[config.mk]
export PLATFORM = sky130hd
export DESIGN_NAME = sit_div
export DESIGN_NICKNAME = d
export VERILOG_FILES = /design/src/hw/rtl/segment_intersection_tolerant_defines.svh /design/src/hw/rtl/sit_div.sv
export SDC_FILE = /design/constraint.sdc
export NUM_CORES = 2
export LEC_CHECK = 0
export BUFFER_PORTS_ARGS = -buffer_cell sky130_fd_sc_hd__buf_4
export CELL_PAD_IN_SITES_DETAIL_PLACEMENT = 1
export CELL_PAD_IN_SITES_GLOBAL_PLACEMENT = 1
export CORE_ASPECT_RATIO = 0.7
export CORE_MARGIN = 4
export CORE_UTILIZATION = 50
export CTS_BUF_LIST = sky130_fd_sc_hd__clkbuf_4 sky130_fd_sc_hd__clkbuf_8 sky130_fd_sc_hd__clkbuf_16
export DETAILED_ROUTE_END_ITERATION = 16
export PLACE_DENSITY_LB_ADDON = 0.1
export SLEW_MARGIN = 20
export SYNTH_ARGS = -nofsm -noshare
export SYNTH_HDL_FRONTEND = slang
export SYNTH_SLANG_ARGS = --single-unit
[constraint.sdc]
create_clock -name clk_i -period 4.4 [get_ports clk_i]
set_clock_uncertainty 0.15 [all_clocks]
set_input_delay 0.88 -clock clk_i [delete_from_list [all_inputs] [get_ports clk_i]]
set_output_delay 0.88 -clock clk_i [all_outputs]
set_load 0.01 [all_outputs]
[src/hw/rtl/segment_intersection_tolerant_defines.svh]
// Assertion helpers used by the segment intersection RTL.
`ifndef SEGMENT_INTERSECTION_TOLERANT_DEFINES_SVH
`define SEGMENT_INTERSECTION_TOLERANT_DEFINES_SVH

// Same-cycle implication, disabled while reset is asserted.
`define SIT_ASSERT_IMP(lbl, clk, rstn, ante, cons, msg) \
  lbl: assert property (@(posedge clk) disable iff (!rstn) (ante) |-> (cons)) \
    else $error(msg);

// Next-cycle implication, disabled while reset is asserted.
`define SIT_ASSERT_NXT(lbl, clk, rstn, ante, cons, msg) \
  lbl: assert property (@(posedge clk) disable iff (!rstn) (ante) |=> (cons)) \
    else $error(msg);

`endif

[src/hw/rtl/sit_div.sv]
module sit_div #(
  parameter int NUM_W = 63,
  parameter int DEN_W = 33,
  parameter int Q_W   = 26,
  parameter int SB_W  = 1
) (
  input  logic             clk_i,
  input  logic             rst_ni,
  input  logic             valid_i,
  input  logic [NUM_W-1:0] num_i,
  input  logic [DEN_W-1:0] den_i,
  input  logic [SB_W-1:0]  sb_i,
  output logic             valid_o,
  output logic [Q_W-1:0]   quot_o,
  output logic             ovf_o,
  output logic [SB_W-1:0]  sb_o
);

  localparam int RW = DEN_W + Q_W;
  localparam int XW = (NUM_W > RW) ? NUM_W : RW;

  logic             vld_q [Q_W+1];
  logic [RW-1:0]    rem_q [Q_W+1];
  logic [DEN_W-1:0] den_q [Q_W+1];
  logic [Q_W-1:0]   quo_q [Q_W+1];
  logic             ovf_q [Q_W+1];
  logic [SB_W-1:0]  sb_q  [Q_W+1];

  logic [XW-1:0] num_x;
  logic [XW-1:0] lim_x;

  // A quotient that does not fit in Q_W bits is flagged up front, so the
  // remainder afterwards always fits in RW bits.
  assign num_x = XW'(num_i);
  assign lim_x = XW'(den_i) << Q_W;

  always_ff @(posedge clk_i or negedge rst_ni) begin
    if (!rst_ni) begin
      vld_q[0] <= 1'b0;
    end else begin
      vld_q[0] <= valid_i;
    end
  end

  always_ff @(posedge clk_i) begin
    rem_q[0] <= num_x[RW-1:0];
    den_q[0] <= den_i;
    quo_q[0] <= '0;
    ovf_q[0] <= (num_x >= lim_x);
    sb_q[0]  <= sb_i;
  end

  // One restoring step per stage, most significant quotient bit first.
  for (genvar k = 0; k < Q_W; k++) begin : g_stage
    localparam int BIT = Q_W - 1 - k;
    logic [RW:0]    trial;
    logic           take;
    logic [RW-1:0]  rem_d;
    logic [Q_W-1:0] quo_d;

    always_comb begin
      trial = {1'b0, rem_q[k]} - {1'b0, (RW'(den_q[k]) << BIT)};
      take  = !trial[RW];
      rem_d = take ? trial[RW-1:0] : rem_q[k];
      quo_d = quo_q[k];
      quo_d[BIT] = take;
    end

    always_ff @(posedge clk_i or negedge rst_ni) begin
      if (!rst_ni) begin
        vld_q[k+1] <= 1'b0;
      end else begin
        vld_q[k+1] <= vld_q[k];
      end
    end

    always_ff @(posedge clk_i) begin
      rem_q[k+1] <= rem_d;
      den_q[k+1] <= den_q[k];
      quo_q[k+1] <= quo_d;
      ovf_q[k+1] <= ovf_q[k];
      sb_q[k+1]  <= sb_q[k];
    end
  end

  assign valid_o = vld_q[Q_W];
  assign quot_o  = quo_q[Q_W];
  assign ovf_o   = ovf_q[Q_W];
  assign sb_o    = sb_q[Q_W];

endmodule

==> metrics <==
ys async rst share=0.9561%; critical path capture point=rem_q[0][821]; cells along the critical path=inv_1 -> ha_1 -> a21oi_2 -> nor3b_1 -> a2111oi_1 -> buf_4 -> a21oi_1 -> buf_4 -> o221ai_1 -> buf_4 -> a21boi_1 -> buf_4 -> o21ai_0 -> buf_4 -> o21ai_0 -> buf_4 -> o21ai_2 -> nor4_1 -> xor2_1; CTS buffer count=283; Hold WS=0.05088 ns; Yosys top cell area share=46.83%; area grow syn2layout=16.17%; nets=14,530; CP max FO=4; worst path bufs/invs=7; pwr/cell area=831.4 nW/um2; flop2flop setup slack=-0.09 ns; largest family of logic cells by synthesized area=compound AO/OA/AOI/OAI gates; Synth Flop Type=dfxtp_1; minimum clock period=4.494 ns; footprint of the multi-input gates=58,460 um2; htree depth=5; Clk pin slew, worst setup/hold paths=0.07 ns; measured slew at the worst slew-check pin=1.037 ns; core area=236,800 um2; Worst EP arrival=5.13 ns; die area=247,200 um2; # fillers=26,310; Cell Area, Placed=127,600 um2; most common cell in the netlist=dfxtp_1; DRC=0; initial antenna violation count=15; drt via density=5.774; Worst Path Required=5.03 ns; Detail Route Antenna Nets=0; Total Wirelength=401.3 mm; Leak=62.73 nW; Yosys warnings=0; Syn Nets=13,860; Critical Path Slowest Stage Cell=nor3b_1; Gate Count Post-Synth=12,840; Max-slew headroom=30.20%; Ports=129; layout cells sized above 1=11.11%; Die Ht=417.2 um; Startpoint Class=flip-flop; Seq/Total Area, Yosys=47.39%; setup ws final=-0.09423 ns; final setup violation count=2; mean routed wirelength per cell=23.76 um; Syn Std Cell Area=119,600 um2; Compound-Gate Fraction of Synth Area=16.88%; RePlAce Congestion=0.9724; Die W=592.5 um; Max-Cap Viols=0; Rows=149; maximum vdd drop=0.4057 mV; fmax=222.5 MHz; status=complete, but fails checks; final hold viol count=0; CTS Root Buffer Type=clkbuf_16; DR vias=97,520; Storage cell area=56,670 um2; syn_area_per_cell=9.310 um2; synth top area cells=dfxtp_1, ha_1, a21oi_1, xnor2_1, o21ai_0; detailed placer's ending HPWL=300.8 mm; Clock Sink Count=2,824; Critical path origin=den_q[6][4]; CTS tree=built; instance count on the critical path=19; first-pass GRT wire length=609.9 mm; Yosys reg bits=2,824; reg-to-reg endpoint=rem_q[0][821]; First-pass DRT Iterations=6; xor/xnor cell area share of the yosys netlist=7.398%; Synth top cells by count=dfxtp_1, a21oi_1, inv_1; gr ovfl total=0; final instance area=138,900 um2; RR Startpoint=den_q[6][4]; CP Class=reg2reg; Initial Util=50.50%; clock buffer depth=4; max incr delay on CP=0.40 ns; violated checks=negative setup slack; Port Buf Inserts=128; vias in the first global route=98,590; hold crit path type=in2reg; multiplexer share of the synthesized area=1.104%; post-synth cell types=95; Simple-Gate Fraction of Synth Area=12.90%; delay-heaviest family, CP=compound AO/OA/AOI/OAI gates; Crit. End Element=flip-flop; worst reg2reg path depth=19; cell mode on critical path=buf_4; largest net degree at the start of global routing=65; unrepaired setup endpoints after global routing=true; ANT cells=0; leading area contributor after synthesis=dfxtp_1; DRT iter0 DRCs=9,153; post-synthesis adder-cell area fraction=9.731%; EDFF count, synth=0; total global-route track usage=31.35%; final worst-path cycle share=102.1%; worst skew pair latency=0.91 ns; Final Max Tran Viols=0
worst register-to-register path, delay by kind of cell, from the launching register on:
family	cells	cell delay, ns
AND/OR/NAND/NOR	2	0.70
AO/OA/AOI/OAI	8	1.40
flip-flops	1	0.35
adder cells (fa/ha/maj)	1	0.37
XOR/XNOR	1	0.25
buffers and inverters	7	1.16
cells in the final DEF, fill, tap and decap left out, types with 85 or more instances in the layout:
cell       count
buf_4        616
xnor2_1      558
a21o_1       490
o21ai_0      804
nor4_1       101
a31oi_1       96
o21a_1       112
mux2_2       111
nor3_1       206
nand2_1      970
inv_1       1106
xor2_1       451
o21bai_1      98
nand3_1      199
nand4_1      153
a21oi_1     1089
ha_1         889
clkbuf_16    292
nand2b_1     153
nor2b_1      120
nor2_1       875
or3_1         85
dfxtp_1     2797
routing by layer:
| metal | global-route usage (%) | share of wire, % | wire length, um |
|---|---|---|---|
| met1 | 51.80 | 53 | 212300 |
| met2 | 40.31 | 37 | 147000 |
| met3 | 7.199 | 8.7 | 34770 |
| met4 | 5.733 | 1.8 | 7098 |
| met5 | 0 | 0.013 | 54 |
final cells by class:
class / count / area share, %
multi-input combinational: 8567 / 42.09
sequential: 2824 / 40.80
clock buffer: 384 / 5.960
timing repair buffer: 726 / 4.353
inverter: 1112 / 3.007
tap: 3171 / 2.856
clock inverter: 106 / 0.9404
logic make-up after synthesis:
family,after synthesis
xor+xnor,1010
fa+ha+maj,915
flops,2824
compound gates,3288
buf+inv,1452
simple gates,3236
mux,118
worst min-delay path by stage:
stage / startpoint / to / slack, ns / cells past startpoint
global placement: quo_q[2][101] / quo_q[3][23] / 0.16 / 0
CTS: den_i[12] / den_q[0][12] / 0.0002 / 1
detailed placement: ovf_q[11] / ovf_q[12] / 0.16 / 0
global route: num_i[15] / rem_q[0][15] / 0.02 / 1
finish: den_i[11] / den_q[0][11] / 0.05 / 1
floorplan: ovf_q[9] / ovf_q[10] / 0.16 / 0
report_power, final:
group | internal (mW) | switching (mW) | total (mW) | leakage [nW]
logic | 21.6 | 30.7 | 52.3 | 34.1
clock network | 14.7 | 10.7 | 25.4 | 4.78
registers | 32.5 | 5.30 | 37.8 | 23.8
total | 68.8 | 46.7 | 115 | 62.7
flip-flops by register name (all words and copies together) (netlist names):
| register | count |
|---|---|
| vld_q | 26 |
| quo_q | 351 |
| den_q | 858 |
| ovf_q | 27 |
| rem_q | 1534 |
| sb_q | 27 |
| valid_o | 1 |
stage by stage:
step	power (mW)	utilization, %	TNS [ns]	worst slack (ns)	std cells
2_1_floorplan	69.71	-	0	0.7380	12840
3_3_place_gp	84.89	53.88	-2.883	-0.2925	16310
3_5_place_dp	86.89	53.88	-4.435	-0.4280	16310
4_1_cts	113.7	58.35	-0.08395	-0.08395	16880
5_1_grt	122.1	58.67	-0.6228	-0.1148	16890
6_report	115.5	58.67	-0.1251	-0.09423	16890
timing repair:
action	4_1_cts	5_1_grt
endpoints found under the hold margin	103	0
pin swaps	2	31
setup buffers	0	15
endpoints found under the setup margin	132	446
resized for setup	51	148
hold buffers	77	0
cloned	0	0
(Power assumes the default switching activity.)
